--- config.mk ---
export PLATFORM = sky130hd
export DESIGN_NAME = qrs_sqrt_pipe
export DESIGN_NICKNAME = d
export VERILOG_FILES = /design/src/hdl/qrs_sqrt_pipe.sv
export SDC_FILE = /design/constraint.sdc
export NUM_CORES = 2
export LEC_CHECK = 0
export ABC_CLOCK_PERIOD_IN_PS = 4150
export BUFFER_PORTS_ARGS = -buffer_cell sky130_fd_sc_hd__buf_2
export CAP_MARGIN = 20
export CORE_MARGIN = 4
export CORE_UTILIZATION = 50
export CTS_CLUSTER_SIZE = 16
export DETAILED_ROUTE_END_ITERATION = 8
export GPL_TIMING_DRIVEN = 0
export PLACE_DENSITY = 0.65
export SLEW_MARGIN = 25
export SYNTH_ARGS = -nofsm -noshare
export SYNTH_HDL_FRONTEND = slang
export SYNTH_MEMORY_MAX_BITS = 65536
export SYNTH_SLANG_ARGS = --single-unit
export TNS_END_PERCENT = 1
--- constraint.sdc ---
create_clock -name clk -period 4.15 [get_ports clk]
set_input_delay 0.415 -clock clk [delete_from_list [all_inputs] [get_ports clk]]
set_output_delay 0.415 -clock clk [all_outputs]
set_load 0.02 [all_outputs]
--- src/hdl/qrs_sqrt_pipe.sv ---
`timescale 1ns / 1ps
// ----------------------------------------------------------------------------
// qrs_sqrt_pipe
// Integer square root, rounded down, one result bit per register stage.
// ----------------------------------------------------------------------------
module qrs_sqrt_pipe #(
    parameter int NB = 66,
    parameter int SW = 8
) (
    input  logic              clk,
    input  logic              rst_n,
    input  logic              en,
    input  logic              in_valid,
    input  logic [NB-1:0]     n_in,
    input  logic [SW-1:0]     side_in,
    output logic              out_valid,
    output logic [NB/2-1:0]   root_out,
    output logic [SW-1:0]     side_out
);

    localparam int RB  = NB / 2;
    localparam int RMW = RB + 3;

    logic [RMW-1:0] rem_reg  [RB];
    logic [RB-1:0]  root_reg [RB];
    logic [NB-1:0]  n_reg    [RB];
    logic [SW-1:0]  side_reg [RB];
    logic           valid_reg[RB];

    for (genvar i = 0; i < RB; i++)
    begin : g_stage
        logic [RMW-1:0] rem_p, rem_sh, trial;
        logic [RB-1:0]  root_p;
        logic [NB-1:0]  n_p;
        logic [SW-1:0]  side_p;
        logic           v_p, take;

        if (i == 0)
        begin : g_first
            assign rem_p  = '0;
            assign root_p = '0;
            assign n_p    = n_in;
            assign side_p = side_in;
            assign v_p    = in_valid;
        end
        else
        begin : g_rest
            assign rem_p  = rem_reg[i-1];
            assign root_p = root_reg[i-1];
            assign n_p    = n_reg[i-1];
            assign side_p = side_reg[i-1];
            assign v_p    = valid_reg[i-1];
        end

        // bring down the next two bits and try root*4+1
        assign rem_sh = {rem_p[RMW-3:0], n_p[NB-1 -: 2]};
        assign trial  = {1'b0, root_p, 2'b01};
        assign take   = (rem_sh >= trial);

        always_ff @(posedge clk or negedge rst_n)
        begin
            if (!rst_n)
                valid_reg[i] <= 1'b0;
            else if (en)
                valid_reg[i] <= v_p;
        end

        always_ff @(posedge clk)
        begin
            if (en)
            begin
                rem_reg[i]  <= take ? (rem_sh - trial) : rem_sh;
                root_reg[i] <= {root_p[RB-2:0], take};
                n_reg[i]    <= n_p << 2;
                side_reg[i] <= side_p;
            end
        end
    end

    assign out_valid = valid_reg[RB-1];
    assign root_out  = root_reg[RB-1];
    assign side_out  = side_reg[RB-1];

endmodule

# Yosys cells after proc, flatten, opt, wreduce, memory -nomap -nowiden
# Memory sizes are Yosys's and may differ from the RTL's.
# Index checks and enable logic that the tools add are counted.
# W data, S select, Z words.
word_totals:
  reg_bits: 33
  latch_bits: 0
  mem_bits_rw: 4653
  mem_bits_ro: 0
  inputBits: 78
  output_inout_bits: 42
  word_cells: 138
  memories: 4
mem_list:
  columns: ["name", "depth", "word_bits", "read_ports", "rd_clocked_by_memory_dff", "write_ports", "line", "text"]
  rows:
  - ["n_reg", 33, 64, 32, 0, 33, "26", "logic [NB-1:0] n_reg [RB];"]
  - ["rem_reg", 33, 36, 32, 0, 33, "24", "logic [RMW-1:0] rem_reg [RB];"]
  - ["root_reg", 33, 33, 33, 0, 33, "25", "logic [RB-1:0] root_reg [RB];"]
  - ["side_reg", 33, 8, 33, 0, 33, "27", "logic [SW-1:0] side_reg [RB];"]
classes:
  addsub: 33
  multipliers: 0
  div_mod_pow: 0
  n_lt_le_gt_ge: 33
  n_eq_ne: 0
  n_shift: 0
  n_mux: 35
  n_bitwise: 0
  n_reduce_logical: 0
op_table:
  columns: ["op", "n"]
  rows:
  - ["$mux W36", 33]
  - ["$ge A36 B35 Y1", 32]
  - ["$sub A36 B35 Y36", 32]
  - ["$sub A2 B1 Y3 const B", 1]
  - ["$ge A2 B1 Y1 const B", 1]
  - ["$mux W1", 2]

# Logic depth before layout (Yosys ltp)
# An unclocked memory read counts as a cell.
logic_depth:
  depth_word: 3
  depth_mapped: 15

# Worst setup path after synthesis
# OpenSTA, ideal clock, no wires.
synth_path:
  kind: "reg-to-reg"
  start: "memory rem_reg[0][443] (netlist bit)"
  end: "memory rem_reg[0][485] (netlist bit), data pin"
  t_arrival_ns: 3.063
  slack_ns: 0.828
  stages_incl_launch_ff: 13
  period_less_slack_ns: 3.322
  path_cell_list: "edfxtp_1 ha_1 clkbuf_1 nand3_1 nor4_1 o2111ai_1 a21oi_1 nor3_1 and3_1 buf_2 a211o_1 or3_1 xnor2_1"
synth_rtl:
  columns: ["element", "line"]
  rows:
  - ["start, declared", "24"]

==> key figures <==
Status
  – Outcome: finished, violations left
  – Failing checks: setup timing

Pwr
  – Clk network pwr share: 0.324
  – Logic pwr share: 0.203
  – Sw Share: 0.290
  – Leak: 57.0 nW
  – Cell Pwr Density: 562 nW/um2
  – Switching power: 24.5 mW
  – Final total power: 84.5 mW
  – Peak supply drop: 0.000447 V
  – Sequential share of power: 0.474
  – Cell internal pwr: 60.0 mW

Floorplan
  – Num rows: 189
  – Starting Density: 0.503
  – Die area: 275000 um2
  – Core Region: 265000 um2
  – Die X: 524 um
  – Die height: 524 um
  – # IOs: 120

Logic synthesis
  – Ys async rst share: 0.0112
  – Number of synthesized flops with an enable pin: 2918
  – Mapped Cells: 10.0k
  – Post-synthesis instance area: 133000 um2
  – Sequential share of the synthesized area: 0.663
  – #FFs+latches synth: 2951
  – Dominant synthesized flop cell: edfxtp_1
  – YS warnings: 0
  – Syn avg cell area: 13.3 um2
  – Synth unique cells: 99
  – Post-Syn Nets: 10.7k

Routing
  – Antenna Nets Post-Route: 0
  – Via density per instance: 5.56
  – Total number of vias: 79.7k
  – Iteration-0 DRC Markers: 6436
  – # DRC: 0
  – Routed wire per std cell: 20.9 um
  – Total Wirelength: 300000 um
  – TritonRoute pass-1 iters: 6

STA
  – Clk_skew: 0.0728 ns
  – Tcrit/Tclk final: 1.00
  – RSZ-0062 raised after global routing: yes
  – Final Hold Viols: 0
  – Slew @ Worst Pin: 0.994 ns
  – Fmax: 0.241 GHz
  – Max-slew violation count: 0
  – Setup Viol. Count Final: 1
  – Final WS setup: -0.00461 ns
  – Min Clock Period, post-route: 4.15 ns
  – Worst slew margin: 0.329
  – Post-Route Setup TNS: -0.00461 ns

Worst setup path
  – Worst path cell trace: inv_1 > ha_1 > nand2b_1 > a21oi_1 > nor2_1 > o21ai_1 > o22ai_1 > o31a_1 > clkbuf_2 > clkbuf_1 > o21ai_0
  – WS Path Type: reg -> reg
  – Critical path endpoint category: register
  – Arrival time worst endpoint: 4.71 ns
  – CP startpoint kind: register
  – Cell at the slowest stage of the critical path: edfxtp_1
  – CP required: 4.71 ns
  – CP peak stage delay: 0.63 ns
  – Crit-path max FO: 11

Cells and area
  – Layout cells sized above 1: 0.0825
  – Most frequent cells in the layout: edfxtp_1 (2918), inv_1 (749), nand2_1 (689)
  – Fill count: 21.5k
  – Layout net count: 11.2k
  – Most common cell after layout, fill and taps aside: edfxtp_1
  – Max reg flops: 1056
  – Area grow syn2layout: 12.6%

GRT
  – Global Route Usage Sum: 0.213
  – Largest net degree at the start of global routing: 146
  – First-pass GRT wire length: 458000 um
  – Congestion Overflow GR: 0
  – Initial antenna violation count: 7
  – Vias in the first global route: 78.4k

Min path
  – Hold WC Path Type: in -> async

Clocking
  – Htree depth: 5
  – Clock-pin slew on the worst setup and hold paths: 0.05 ns
  – CTS Buffer Depth: 4
  – Setup Buffers After CTS: 0
  – CTS tree: built
  – Skew-Pair Late Insertion Delay: 0.91 ns
  – Clock sinks: 2951
  – Clock Root Buffer: clkbuf_16
  – Total CTS buffers: 316

Placed design
  – DP HPWL: 221000 um
  – IO buf count: 119
  – GPL Wtd Cong: 0.909

Flow run
  – Max_cap viols: 0
## final timing paths
| check | from | to | slack [ns] | depth (start not counted) |
|---|---|---|---|---|
| max in group asynchronous | rst_n | g_stage[25].v_p | 3.59 | 2 |
| worst max-delay path | n_reg[0][1278] | rem_reg[0][735] | -0.005 | 11 |
| worst max register to register | n_reg[0][1278] | rem_reg[0][735] | -0.005 | 11 |
| worst min-delay path | rst_n | g_stage[2].v_p | 0.12 | 2 |
| worst min register to register | n_reg[0][1660] | n_reg[0][1726] | 0.40 | 0 |
| min in group clk | en | n_reg[0][0] | 0.13 | 2 |
## kinds of logic (layout without fill, tap and decap cells)
kind of cell	Yosys count	count (layout)	share of synthesized area
flops	2951	2951	0.663
simple gates	2498	2498	0.0929
buf+inv	944	1732	0.0268
fa+ha+maj	596	596	0.0559
xor+xnor	854	854	0.0561
other cells	1	7	0.0000281
mux	120	120	0.0100
compound gates	2036	2036	0.0951
## critical path, delay by kind of cell (launching register included)
| kind | cells | cell delay, ns |
|---|---|---|
| compound gates | 5 | 1.46 |
| fa+ha+maj | 1 | 0.19 |
| buf+inv | 3 | 1.16 |
| flops | 1 | 0.63 |
| simple gates | 2 | 0.40 |
## through the flow
stage          instances  hold WS [ns]  instance area, um2  worst slack (ns)   util
4_1_cts            14321        0.0298              150000           -0.0196  0.566
3_3_place_gp       13652         0.400              138000            -42.45  0.522
2_1_floorplan      10000         0.119              133000             0.828      -
6_report           14327         0.119              150000          -0.00461  0.566
5_1_grt            14323         0.109              150000            -0.181  0.566
3_5_place_dp       13675         0.405              139000            -0.831  0.524
## cell usage after synthesis, types with 15 or more instances
master,number,area share
edfxtp_1,2918,0.66
inv_1,749,0.021
nand2_1,690,0.019
a21oi_1,622,0.023
ha_1,596,0.056
nor2_1,575,0.016
o21ai_0,543,0.020
xnor2_1,433,0.028
xor2_1,421,0.028
a21o_1,257,0.014
nor3_1,210,0.0079
clkbuf_1,164,0.0046
nand3_1,155,0.0058
nor4_1,130,0.0061
nand2b_1,117,0.0055
mux2_2,111,0.0094
o21a_1,107,0.0060
or3_1,101,0.0047
nand4_1,94,0.0044
nor2b_1,81,0.0038
o31ai_1,63,0.0035
and3_1,62,0.0029
a211oi_1,61,0.0034
or2_2,58,0.0027
o21bai_1,50,0.0028
and2_1,49,0.0023
or4_1,48,0.0027
o211ai_1,44,0.0025
a31oi_1,43,0.0020
dfrtp_1,33,0.0062
nor3b_1,27,0.0015
a21boi_0,25,0.0014
a211o_1,23,0.0015
o31a_1,21,0.0014
nand3b_1,20,0.0011
and4_1,17,0.0011
nand4b_1,16,0.0011
a2111oi_0,15,0.00099
o2111ai_1,15,0.00099
## layout make-up
class	count	area, um2	area share
diodes	6	15.0	0.0000999
plain buffers	191	777	0.00517
clock buffers	371	8200	0.0546
clock inverters	197	1960	0.0130
inverters	753	2830	0.0188
multi-input cells	6105	41600	0.277
flip-flops and latches	2951	88400	0.589
well taps	3533	4420	0.0294
repair buffers	220	2030	0.0135
## power groups by stage
stage	Clock, mW	Combinational [mW]	Sequential (mW)
global placement	0	15.6	42.6
global route	29.5	18.9	40.4
finish	27.4	17.1	40.0
CTS	28.2	17.0	40.1
floorplan	0	11.8	39.4
detailed placement	0	16.7	40.6
## what timing repair did
action / 4_1_cts / 5_1_grt
resized for setup: 44 / 38
hold endpoints to repair: 135 / 0
hold buffers: 78 / 0
setup endpoints to repair: 180 / 326
pin swaps: 0 / 1
gates cloned: 0 / 0
## routing by layer
layer | global-route usage | up-vias | routed length, um
met2 | 0.355 | 1992 | 144000
met4 | 0.0785 | 0 | 11600
met3 | 0.0241 | 534 | 13300
li1 | - | 38250 | -
met1 | 0.289 | 38913 | 131000
met5 | 0 | - | 0
Note: power is estimated with default switching activity, not from simulation.
